### config.mk
export PLATFORM = sky130hd
export DESIGN_NAME = bezier_midpoint_flattener_top
export DESIGN_NICKNAME = d
export VERILOG_FILES = /design/src/hdl/bmf_pkg.sv /design/src/hdl/bmf_midpoint.sv /design/src/hdl/bmf_stack.sv /design/src/hdl/bezier_midpoint_flattener_top.sv
export SDC_FILE = /design/constraint.sdc
export NUM_CORES = 2
export LEC_CHECK = 0
export ABC_CLOCK_PERIOD_IN_PS = 7800
export BUFFER_PORTS_ARGS = -buffer_cell sky130_fd_sc_hd__buf_2
export CAP_MARGIN = 0
export CORE_UTILIZATION = 56
export DETAILED_ROUTE_END_ITERATION = 7
export PLACE_DENSITY_LB_ADDON = 0.05
export SYNTH_ARGS = -nofsm -noshare
export SYNTH_HDL_FRONTEND = slang
export SYNTH_SLANG_ARGS = --single-unit
### constraint.sdc
create_clock -name clock -period 7.8 [get_ports clock]
set_clock_uncertainty 0.05 [all_clocks]
set_input_delay 0.39 -clock clock [delete_from_list [all_inputs] [get_ports clock]]
set_output_delay 0.39 -clock clock [all_outputs]
set_load 0.02 [all_outputs]
### src/hdl/bmf_pkg.sv
// bmf_pkg: shared constants and types for the Bezier midpoint flattener.
// No dependencies; imported by the top level and the subdivision stack.
package bmf_pkg;

   localparam int QUAD_DEPTH_DEF  = 3;
   localparam int CUBIC_DEPTH_DEF = 4;
   localparam int COORD_WIDTH_DEF = 24;

   // segment kind carried by req_action
   localparam logic ACTION_QUAD  = 1'b0;
   localparam logic ACTION_CUBIC = 1'b1;

   // stack control from the sequencer
   typedef struct packed {
      logic push;
      logic pop;
   } stack_ctl_type;

endpackage

### src/hdl/bmf_midpoint.sv
// bmf_midpoint: shared midpoint unit, (a + b) / 2 truncated toward zero, x and y.
// Standalone; used by bezier_midpoint_flattener_top.
module bmf_midpoint #(
   parameter int COORD_WIDTH = 24
) (
   input  logic signed [COORD_WIDTH-1:0] a_x,
   input  logic signed [COORD_WIDTH-1:0] a_y,
   input  logic signed [COORD_WIDTH-1:0] b_x,
   input  logic signed [COORD_WIDTH-1:0] b_y,
   output logic signed [COORD_WIDTH-1:0] m_x,
   output logic signed [COORD_WIDTH-1:0] m_y
);

   logic [COORD_WIDTH:0] sum_x, sum_y;
   logic [COORD_WIDTH:0] adj_x, adj_y;

   always_comb begin
      sum_x = {a_x[COORD_WIDTH-1], a_x} + {b_x[COORD_WIDTH-1], b_x};
      sum_y = {a_y[COORD_WIDTH-1], a_y} + {b_y[COORD_WIDTH-1], b_y};
      // negative sums get +1 so the arithmetic shift rounds toward zero
      adj_x = sum_x + {{COORD_WIDTH{1'b0}}, sum_x[COORD_WIDTH]};
      adj_y = sum_y + {{COORD_WIDTH{1'b0}}, sum_y[COORD_WIDTH]};
   end

   assign m_x = adj_x[COORD_WIDTH:1];
   assign m_y = adj_y[COORD_WIDTH:1];

endmodule

### src/hdl/bmf_stack.sv
// bmf_stack: LIFO of pending right-half sub-curves (control points + level).
// Depends on bmf_pkg (stack_ctl_type).
module bmf_stack #(
   parameter int DEPTH       = 4,
   parameter int ENTRY_WIDTH = 200
) (
   input  logic                       clock,
   input  logic                       reset,
   input  bmf_pkg::stack_ctl_type     ctl,
   input  logic [ENTRY_WIDTH-1:0]     wr_data,
   output logic [ENTRY_WIDTH-1:0]     rd_data,
   output logic                       empty
);
   import bmf_pkg::*;

   localparam int CNT_W = $clog2(DEPTH + 1);
   localparam int IDX_W = (DEPTH > 1) ? $clog2(DEPTH) : 1;

   logic [ENTRY_WIDTH-1:0] mem_ff [DEPTH];
   logic [CNT_W-1:0]       sp_ff, sp_in;
   logic [CNT_W-1:0]       top_cnt;
   logic [CNT_W-1:0]       wr_cnt;

   always_comb begin
      top_cnt = sp_ff - CNT_W'(1);
      wr_cnt  = sp_ff;
      sp_in   = sp_ff;
      if (ctl.push) begin
         sp_in = sp_ff + CNT_W'(1);
      end else if (ctl.pop) begin
         sp_in = top_cnt;
      end
   end

   always_ff @(posedge clock) begin
      if (reset) begin
         sp_ff <= '0;
      end else begin
         sp_ff <= sp_in;
      end
   end

   always_ff @(posedge clock) begin
      if (ctl.push) begin
         mem_ff[wr_cnt[IDX_W-1:0]] <= wr_data;
      end
   end

   assign rd_data = mem_ff[top_cnt[IDX_W-1:0]];
   assign empty   = (sp_ff == '0);

endmodule

### src/hdl/bezier_midpoint_flattener_top.sv
// Bezier midpoint flattener: depth-first de Casteljau subdivision, one midpoint per SPLIT cycle.
// A split node computes ab, bc, cd, abc, bcd, mid (cubic) or ab, bc, abc (quadratic) in order;
// a leaf emits its end point and then resumes with the next stacked right half, if there is one.
// start is taken only while idle, so a new request waits until the previous one is done.
// busy stays high until the last point is registered; the receiver cannot stall.
// Synchronous active-high reset returns to idle and drops the strobe; no state is kept.
module bezier_midpoint_flattener_top #(
   parameter int QUAD_DEPTH  = bmf_pkg::QUAD_DEPTH_DEF,
   parameter int CUBIC_DEPTH = bmf_pkg::CUBIC_DEPTH_DEF,
   parameter int COORD_WIDTH = bmf_pkg::COORD_WIDTH_DEF
) (
   input  logic                          clock,
   input  logic                          reset,
   input  logic                          start,
   output logic                          busy,
   input  logic                          req_action,
   input  logic signed [COORD_WIDTH-1:0] req_p0_x,
   input  logic signed [COORD_WIDTH-1:0] req_p0_y,
   input  logic signed [COORD_WIDTH-1:0] req_p1_x,
   input  logic signed [COORD_WIDTH-1:0] req_p1_y,
   input  logic signed [COORD_WIDTH-1:0] req_p2_x,
   input  logic signed [COORD_WIDTH-1:0] req_p2_y,
   input  logic signed [COORD_WIDTH-1:0] req_p3_x,
   input  logic signed [COORD_WIDTH-1:0] req_p3_y,
   output logic                          rsp_valid,
   output logic signed [COORD_WIDTH-1:0] rsp_point_x,
   output logic signed [COORD_WIDTH-1:0] rsp_point_y,
   output logic                          rsp_last
);
   import bmf_pkg::*;

   localparam int W           = COORD_WIDTH;
   localparam int MAX_DEPTH   = (QUAD_DEPTH > CUBIC_DEPTH) ? QUAD_DEPTH : CUBIC_DEPTH;
   localparam int STACK_DEPTH = (MAX_DEPTH > 0) ? MAX_DEPTH : 1;
   localparam int LVL_W       = (MAX_DEPTH > 0) ? $clog2(MAX_DEPTH + 1) : 1;
   localparam int ENTRY_W     = 8 * W + LVL_W;

   typedef enum logic [1:0] {IDLE, SPLIT, LEAF} state_type;
   typedef enum logic [2:0] {ST_AB, ST_BC, ST_CD, ST_ABC, ST_BCD, ST_MID} step_type;

   state_type          state_ff, state_in;
   step_type           step_ff, step_in;
   logic               cubic_ff, cubic_in;
   logic [LVL_W-1:0]   lvl_ff, lvl_in;
   logic signed [W-1:0] cx_ff [4];
   logic signed [W-1:0] cy_ff [4];
   logic signed [W-1:0] cx_in [4];
   logic signed [W-1:0] cy_in [4];
   logic signed [W-1:0] ab_x_ff, ab_y_ff, ab_x_in, ab_y_in;
   logic signed [W-1:0] bc_x_ff, bc_y_ff, bc_x_in, bc_y_in;
   logic signed [W-1:0] cd_x_ff, cd_y_ff, cd_x_in, cd_y_in;
   logic signed [W-1:0] abc_x_ff, abc_y_ff, abc_x_in, abc_y_in;
   logic signed [W-1:0] bcd_x_ff, bcd_y_ff, bcd_x_in, bcd_y_in;
   logic               rsp_valid_ff, rsp_valid_in;
   logic               rsp_last_ff, rsp_last_in;
   logic signed [W-1:0] rsp_x_ff, rsp_x_in, rsp_y_ff, rsp_y_in;

   logic signed [W-1:0] op_a_x, op_a_y, op_b_x, op_b_y, mid_x, mid_y;
   stack_ctl_type       stk_ctl;
   logic [ENTRY_W-1:0]  stk_wr, stk_rd;
   logic                stk_empty;
   logic                split_done;
   logic [LVL_W-1:0]    start_lvl, lvl_dec, pop_lvl;

   bmf_midpoint #(.COORD_WIDTH(W)) u_mid (
      .a_x(op_a_x), .a_y(op_a_y), .b_x(op_b_x), .b_y(op_b_y),
      .m_x(mid_x), .m_y(mid_y)
   );

   bmf_stack #(.DEPTH(STACK_DEPTH), .ENTRY_WIDTH(ENTRY_W)) u_stack (
      .clock(clock), .reset(reset), .ctl(stk_ctl),
      .wr_data(stk_wr), .rd_data(stk_rd), .empty(stk_empty)
   );

   // operand select for the shared midpoint unit
   always_comb begin
      op_a_x = cx_ff[0];
      op_a_y = cy_ff[0];
      op_b_x = cx_ff[1];
      op_b_y = cy_ff[1];
      unique case (step_ff)
         ST_AB: begin
            op_a_x = cx_ff[0]; op_a_y = cy_ff[0];
            op_b_x = cx_ff[1]; op_b_y = cy_ff[1];
         end
         ST_BC: begin
            op_a_x = cx_ff[1]; op_a_y = cy_ff[1];
            op_b_x = cx_ff[2]; op_b_y = cy_ff[2];
         end
         ST_CD: begin
            op_a_x = cx_ff[2]; op_a_y = cy_ff[2];
            op_b_x = cx_ff[3]; op_b_y = cy_ff[3];
         end
         ST_ABC: begin
            op_a_x = ab_x_ff; op_a_y = ab_y_ff;
            op_b_x = bc_x_ff; op_b_y = bc_y_ff;
         end
         ST_BCD: begin
            op_a_x = bc_x_ff; op_a_y = bc_y_ff;
            op_b_x = cd_x_ff; op_b_y = cd_y_ff;
         end
         ST_MID: begin
            op_a_x = abc_x_ff; op_a_y = abc_y_ff;
            op_b_x = bcd_x_ff; op_b_y = bcd_y_ff;
         end
         default: begin
         end
      endcase
   end

   always_comb begin
      start_lvl = (req_action == ACTION_CUBIC) ? LVL_W'(CUBIC_DEPTH) : LVL_W'(QUAD_DEPTH);
      lvl_dec   = lvl_ff - LVL_W'(1);
      pop_lvl   = stk_rd[8*W +: LVL_W];
      // right half of the split: cubic (mid, bcd, cd, d), quadratic (abc, bc, c)
      if (cubic_ff) begin
         stk_wr = {lvl_dec, cy_ff[3], cx_ff[3], cd_y_ff, cd_x_ff,
                   bcd_y_ff, bcd_x_ff, mid_y, mid_x};
      end else begin
         stk_wr = {lvl_dec, cy_ff[3], cx_ff[3], cy_ff[2], cx_ff[2],
                   bc_y_ff, bc_x_ff, mid_y, mid_x};
      end
   end

   always_comb begin
      state_in = state_ff;
      step_in  = step_ff;
      cubic_in = cubic_ff;
      lvl_in   = lvl_ff;
      for (int i = 0; i < 4; i++) begin
         cx_in[i] = cx_ff[i];
         cy_in[i] = cy_ff[i];
      end
      ab_x_in  = ab_x_ff;  ab_y_in  = ab_y_ff;
      bc_x_in  = bc_x_ff;  bc_y_in  = bc_y_ff;
      cd_x_in  = cd_x_ff;  cd_y_in  = cd_y_ff;
      abc_x_in = abc_x_ff; abc_y_in = abc_y_ff;
      bcd_x_in = bcd_x_ff; bcd_y_in = bcd_y_ff;
      rsp_valid_in = 1'b0;
      rsp_last_in  = 1'b0;
      rsp_x_in     = rsp_x_ff;
      rsp_y_in     = rsp_y_ff;
      stk_ctl      = '0;
      split_done   = 1'b0;

      unique case (state_ff)
         IDLE: begin
            if (start) begin
               cx_in[0] = req_p0_x; cy_in[0] = req_p0_y;
               cx_in[1] = req_p1_x; cy_in[1] = req_p1_y;
               cx_in[2] = req_p2_x; cy_in[2] = req_p2_y;
               cx_in[3] = req_p3_x; cy_in[3] = req_p3_y;
               cubic_in = (req_action == ACTION_CUBIC);
               lvl_in   = start_lvl;
               step_in  = ST_AB;
               state_in = (start_lvl == '0) ? LEAF : SPLIT;
            end
         end
         SPLIT: begin
            unique case (step_ff)
               ST_AB: begin
                  ab_x_in = mid_x; ab_y_in = mid_y;
                  step_in = ST_BC;
               end
               ST_BC: begin
                  bc_x_in = mid_x; bc_y_in = mid_y;
                  step_in = cubic_ff ? ST_CD : ST_ABC;
               end
               ST_CD: begin
                  cd_x_in = mid_x; cd_y_in = mid_y;
                  step_in = ST_ABC;
               end
               ST_ABC: begin
                  abc_x_in = mid_x; abc_y_in = mid_y;
                  if (cubic_ff) begin
                     step_in = ST_BCD;
                  end else begin
                     split_done = 1'b1;
                  end
               end
               ST_BCD: begin
                  bcd_x_in = mid_x; bcd_y_in = mid_y;
                  step_in  = ST_MID;
               end
               ST_MID: begin
                  split_done = 1'b1;
               end
               default: begin
               end
            endcase
            if (split_done) begin
               // keep the left half as the current curve, stack the right half
               stk_ctl.push = 1'b1;
               cx_in[1] = ab_x_ff; cy_in[1] = ab_y_ff;
               if (cubic_ff) begin
                  cx_in[2] = abc_x_ff; cy_in[2] = abc_y_ff;
                  cx_in[3] = mid_x;    cy_in[3] = mid_y;
               end else begin
                  cx_in[2] = mid_x;    cy_in[2] = mid_y;
               end
               lvl_in   = lvl_dec;
               step_in  = ST_AB;
               state_in = (lvl_dec == '0) ? LEAF : SPLIT;
            end
         end
         LEAF: begin
            rsp_valid_in = 1'b1;
            rsp_last_in  = stk_empty;
            rsp_x_in     = cubic_ff ? cx_ff[3] : cx_ff[2];
            rsp_y_in     = cubic_ff ? cy_ff[3] : cy_ff[2];
            if (stk_empty) begin
               state_in = IDLE;
            end else begin
               stk_ctl.pop = 1'b1;
               for (int i = 0; i < 4; i++) begin
                  cx_in[i] = stk_rd[(2*i)*W +: W];
                  cy_in[i] = stk_rd[(2*i+1)*W +: W];
               end
               lvl_in   = pop_lvl;
               step_in  = ST_AB;
               state_in = (pop_lvl == '0) ? LEAF : SPLIT;
            end
         end
         default: begin
            state_in = IDLE;
         end
      endcase
   end

   always_ff @(posedge clock) begin
      if (reset) begin
         state_ff     <= IDLE;
         rsp_valid_ff <= 1'b0;
         rsp_last_ff  <= 1'b0;
      end else begin
         state_ff     <= state_in;
         rsp_valid_ff <= rsp_valid_in;
         rsp_last_ff  <= rsp_last_in;
      end
      step_ff  <= step_in;
      cubic_ff <= cubic_in;
      lvl_ff   <= lvl_in;
      for (int i = 0; i < 4; i++) begin
         cx_ff[i] <= cx_in[i];
         cy_ff[i] <= cy_in[i];
      end
      ab_x_ff  <= ab_x_in;  ab_y_ff  <= ab_y_in;
      bc_x_ff  <= bc_x_in;  bc_y_ff  <= bc_y_in;
      cd_x_ff  <= cd_x_in;  cd_y_ff  <= cd_y_in;
      abc_x_ff <= abc_x_in; abc_y_ff <= abc_y_in;
      bcd_x_ff <= bcd_x_in; bcd_y_ff <= bcd_y_in;
      rsp_x_ff <= rsp_x_in;
      rsp_y_ff <= rsp_y_in;
   end

   assign busy        = (state_ff != IDLE);
   assign rsp_valid   = rsp_valid_ff;
   assign rsp_last    = rsp_last_ff;
   assign rsp_point_x = rsp_x_ff;
   assign rsp_point_y = rsp_y_ff;

endmodule

After elaboration in Yosys (flattened, before gate mapping)
Memories as Yosys holds them, arrays and structs flattened.
Cells that the tools add are included.
Widths: inputs -> output; s select.
Word-level totals
  register bits: 302
  RAM bits: 972
  bits of input ports: 196
  output and inout bits: 51
  logic and storage cells: 113
  memories: 3
Memory list
  u_stack.mem_ff: depth 4, width 195, read ports 1, clocked after Yosys merged registers in 0, write ports 1, line bmf_stack.sv:19  | logic [ENTRY_WIDTH-1:0] mem_ff [DEPTH];
  cx_ff: depth 4, width 24, read ports 4, clocked after Yosys merged registers in 0, write ports 4, line bezier_midpoint_flattener_top.sv:45  | logic signed [W-1:0] cx_ff [4];
  cy_ff: depth 4, width 24, read ports 4, clocked after Yosys merged registers in 0, write ports 4, line bezier_midpoint_flattener_top.sv:46  | logic signed [W-1:0] cy_ff [4];
Cells by class
  add/sub/neg operators: 7
  equal/unequal tests: 12
  muxes and demuxes: 52
  bitwise logic cells: 1
  reductions and logical operators: 19
Operators by type and width (number)
  $pmux 24 s5: 4
  $pmux 72 s3: 2
  $mux 96: 4
  $mux 144: 1
  $mux 24: 6
  $mux 72: 2
  $pmux 24 s2: 2
  $add 24x24->25: 2
  $add 25x1->25: 2
  $mux 3: 10
  $pmux 3 s3: 2
  $logic_not 3->1: 5
  $pmux 3 s5: 1
  $reduce_and 2->1: 7
  $mux 2: 6
  $mux 1: 10
  $ne 7x1->1 const B: 1
  $eq 3x2->1 const B: 2
  $eq 3x3->1 const B: 2
  $pmux 2 s3: 1
  $sub 3x1->3 const B: 2
  $reduce_and 5->1: 1
  $ne 2x2->1 const B: 2
  $ne 4x4->1 const B: 1
  other kinds (12): 13

Depth between registers and ports, before layout
  word-level depth: 7
  depth in mapped cells: 26
  gate-level depth less buffers: 23

Hierarchy
From an unflattened synthesis, not the netlist that was laid out.
Unflattened totals
  cells, all modules: 3721
  area, all modules: 58210.8 um^2
By module, submodules not included
  bmf_stack: instances 1, cells each 1046, area an instance 28468.6 um^2, seq. area each 23482.5 um^2
  bezier_midpoint_flattener_top: instances 1, cells each 2124, area an instance 25854.8 um^2, seq. area each 14704.1 um^2
  bmf_midpoint: instances 1, cells each 551, area an instance 3887.5 um^2, seq. area each 0.0 um^2

Least setup slack after synthesis
Ideal clock, no wire load.
  path kind: flip-flop to flip-flop
  from: reg u_stack.sp_ff[0] (netlist name)
  to: mem cx_ff[3][0] (netlist bit) (enable)
  setup time: 0.459 ns
  data arrival time: 6.862 ns
  required time: 7.291 ns
  path slack: 0.430 ns
  stages on the path, launching flop included: 10
  path buffers: 3
  clock period less this slack: 7.370 ns
  cells stage by stage: dfxtp_1 -> clkbuf_1 -> buf_1 -> buf_1 -> inv_1 -> ha_1 -> ha_1 -> nand2_1 -> and3_1 -> nor2b_1
RTL lines (line)
  to (decl): bezier_midpoint_flattener_top.sv:45

==> flow_summary.json <==
{
  "syn_area_per_cell_um2": 14.23,
  "hold_viol": 0,
  "drt_wl_total_um": 167600,
  "start_util": 0.5640,
  "synth_fp_nets": 4292,
  "h-tree-depth": 4,
  "slew_headroom": 0.1551,
  "coreArea_um2": 101700,
  "drive_gt1_frac": 0.1960,
  "fp.dieH_um": 322.1,
  "avgRoutedWirePerCell_um": 28.47,
  "area_growth_pct": 15.60,
  "setup_viol": 0,
  "grt_pass1_wl_um": 243000,
  "cp_slowest_cell": "xor2_1",
  "pin_count": 247,
  "start_kind": "flip-flop",
  "layout_min_cycle_time_ns": 7.072,
  "violations": "antenna violations",
  "cap_violations": 0,
  "cp_max_fo": 41,
  "yosys_warnings": 0,
  "worst_path_dominant_cell_family": "simple AND/OR/NAND/NOR gates",
  "synth_seq_area_share": 0.6655,
  "synth_ff_type": "edfxtp_1",
  "grt_usage": 0.3231,
  "cts-root-buf": "clkbuf_16",
  "endpoint_kind": "flip-flop",
  "synthArstFlopShare": 0,
  "grt-ovfl-total": 0,
  "row_count": 117,
  "synth_edf_count": 1267,
  "syn_area_um2": 57380,
  "rsz0062_at_grt": "no",
  "avgViaCountPerCell": 6.369,
  "yosys_register_bits": 1274,
  "grt_pass1_vias": 36600,
  "clock.fmax_ghz": 0.1414,
  "cts.clk_slew.worst_paths_ns": 0.06,
  "placed_area_um2": 60260,
  "critPathBufInv": 1,
  "drtIter0Drc": 4418,
  "antenna_found_initial": 4,
  "critPathKind": "reg2reg",
  "drc": 0,
  "routed-via-count": 37500,
  "holdWs_ns": 0.02932,
  "die_x_um": 322.1,
  "cpPeakStageDelay_ns": 0.79,
  "cp.required_ns": 8.36,
  "worst_pin_slew_ns": 1.258,
  "cts_sinks": 1274,
  "io_buffers": 246,
  "path_cells": "buf_4 > nand2_2 > o22ai_1 > a21oi_1 > ha_1 > a21oi_1 > o211ai_1 > a41oi_1 > o21a_1 > o21a_1 > nor2_1 > nor2b_1 > ha_1 > nand2_1 > nor3_1 > nand3_1 > nor3_1 > nand4_1 > xor2_1 > a221o_1",
  "reg2reg_setup_slack_ns": 0.73,
  "ys_types": 98,
  "numCtsBuffers": 135,
  "worst_skew_pair.late_latency_ns": 0.76,
  "grt_max_degree": 139,
  "dieArea_um2": 103700,
  "cts_tree": "done",
  "gp_congestion": 0.9187,
  "finalCritPeriodShare": 0.9067,
  "dpl.hpwl_um": 101900,
  "final_max_slew_viol_count": 0,
  "dr.pass1.iters": 6,
  "fillers": 7349,
  "stdcell_area_um2": 66330,
  "hold_class": "in2reg",
  "fin_nets": 4670,
  "status": "finished, violations left",
  "finalSetupTns_ns": 0,
  "cts_setup_buffers": 0,
  "ant_nets": 1,
  "synthCells": 4033,
  "cts_buffer_depth": 3,
  "cp.arrival_ns": 7.64
}
==> registers in the layout, summed over array words and instances, names as in the netlist <==
signal          cells
step_ff             3
rsp_point_y        24
cy_ff              96
lvl_ff              3
ab_y_ff            24
bc_y_ff            24
u_stack.mem_ff    780
cd_x_ff            24
cubic_ff            1
abc_y_ff           24
rsp_point_x        24
state_ff            2
cx_ff              96
cd_y_ff            24
u_stack.sp_ff       3
bcd_y_ff           24
bc_x_ff            24
ab_x_ff            24
rsp_last            1
bcd_x_ff           24
abc_x_ff           24
rsp_valid           1
==> cell usage after synthesis (all sizes together) (6+ instances only) <==
master | count | area (um2)
nand2b | 64 | 400.4
o2111ai | 6 | 52.55
dfxtp | 7 | 140.1
and3 | 15 | 95.09
a221o | 26 | 260.3
edfxtp | 1267 | 38050
a31oi | 12 | 75.07
a211oi | 8 | 65.06
nand4 | 20 | 125.1
nor3b | 6 | 45.04
mux4 | 197 | 4437
o22a | 18 | 158.9
a22o | 42 | 367.9
o21a | 41 | 307.8
o21bai | 6 | 48.80
mux2 | 99 | 1115
nor3 | 28 | 145.1
or2 | 6 | 37.54
mux2i | 19 | 190.2
a21oi | 301 | 1510
inv | 115 | 431.7
nand3 | 28 | 140.1
o22ai | 70 | 437.9
a21o | 15 | 113.9
nand2 | 382 | 1434
or3 | 10 | 65.06
a221oi | 85 | 744.5
ha | 61 | 763.2
and2 | 32 | 200.2
nor2 | 361 | 1355
nor2b | 14 | 97.59
nor4 | 9 | 71.32
o21ai | 172 | 864.6
clkbuf | 202 | 799.5
xor2 | 27 | 236.5
a22oi | 51 | 382.9
xnor2 | 56 | 490.5
o211ai | 27 | 207.7
buf | 64 | 265.3
==> cells by family (layout without fill, tap and decap cells) <==
| kind of cell | after synthesis | in the layout | synth area share |
|---|---|---|---|
| compound gates | 921 | 921 | 0.1044 |
| buf+inv | 383 | 865 | 0.02671 |
| flops | 1274 | 1274 | 0.6655 |
| simple gates | 994 | 994 | 0.07665 |
| mux | 315 | 315 | 0.1001 |
| fa+ha+maj | 63 | 63 | 0.01400 |
| other cells | 0 | 5 | 0 |
| xor+xnor | 83 | 83 | 0.01267 |
==> stage by stage <==
step                      instances    util  setup WS [ns]
after floorplan                4033       -         0.4299
after global placement         5469  0.5923         0.9393
after detailed placement       5469  0.5923         0.8240
after CTS                      5883  0.6518         0.7865
after global routing           5883  0.6518         0.3334
final                          5888  0.6520         0.7281
==> layout by cell type, fill, tap and decap left out, types with 25 or more instances in the layout <==
| master | synthesis | layout |
|---|---|---|
| edfxtp_1 | 1267 | 1267 |
| nand2_1 | 382 | 380 |
| nor2_1 | 361 | 351 |
| a21oi_1 | 300 | 300 |
| buf_2 | 5 | 246 |
| mux4_2 | 197 | 197 |
| dlygate4sd3_1 | 0 | 173 |
| o21ai_0 | 168 | 168 |
| clkbuf_16 | 0 | 141 |
| inv_1 | 113 | 112 |
| mux2_2 | 99 | 99 |
| a221oi_1 | 85 | 85 |
| buf_4 | 3 | 75 |
| o22ai_1 | 70 | 70 |
| nand2b_1 | 64 | 64 |
| ha_1 | 61 | 57 |
| xnor2_1 | 56 | 54 |
| a22oi_1 | 51 | 51 |
| a22o_1 | 42 | 42 |
| o21a_1 | 41 | 41 |
| nand3_1 | 28 | 28 |
| clkbuf_1 | 197 | 28 |
| xor2_1 | 27 | 27 |
| and2_1 | 32 | 27 |
| o211ai_1 | 26 | 26 |
| nor3_1 | 27 | 26 |
| a221o_1 | 26 | 26 |
| clkinv_2 | 0 | 25 |
==> layout make-up <==
cell class	instances	area (um2)	area share
antenna	5	12.51	0.0001886
clock buffer	169	3633	0.05478
clock inverter	72	693.2	0.01045
inverter	116	445.4	0.006715
multi-input combinational	2376	17840	0.2689
sequential	1274	38190	0.5757
tap	1368	1712	0.02580
timing repair buffer	508	3806	0.05738
==> worst paths after layout <==
check / cells past startpoint / start / end
worst max-delay path: 20 / step_ff[1] / cx_ff[3][17]
worst min-delay path: 3 / req_p2_x[19] / cx_ff[2][19]
worst max register to register: 20 / step_ff[1] / cx_ff[3][17]
worst min register to register: 2 / u_stack.sp_ff[2] / u_stack.sp_ff[2]
==> repair_timing <==
item | CTS | global route
hold buffers | 173 | 0
endpoints found under the hold margin | 179 | 0
gates resized for setup | 0 | 0
==> tightest hold or removal path, stage by stage <==
cell	delay, ns
buf_2	0.09
a22o_1	0.14
a221o_1	0.10
==> metal layers <==
layer | wire length [um] | track usage | share of wire
met3 | 12580 | 0.05011 | 0.075
met5 | 35 | 0 | 0.00021
met4 | 5467 | 0.1104 | 0.033
met2 | 81880 | 0.5337 | 0.49
met1 | 67670 | 0.4393 | 0.40
Power is left out: the tool's default activity adds up to more than one toggle a clock period on the data nets, which glitch-free logic cannot reach.
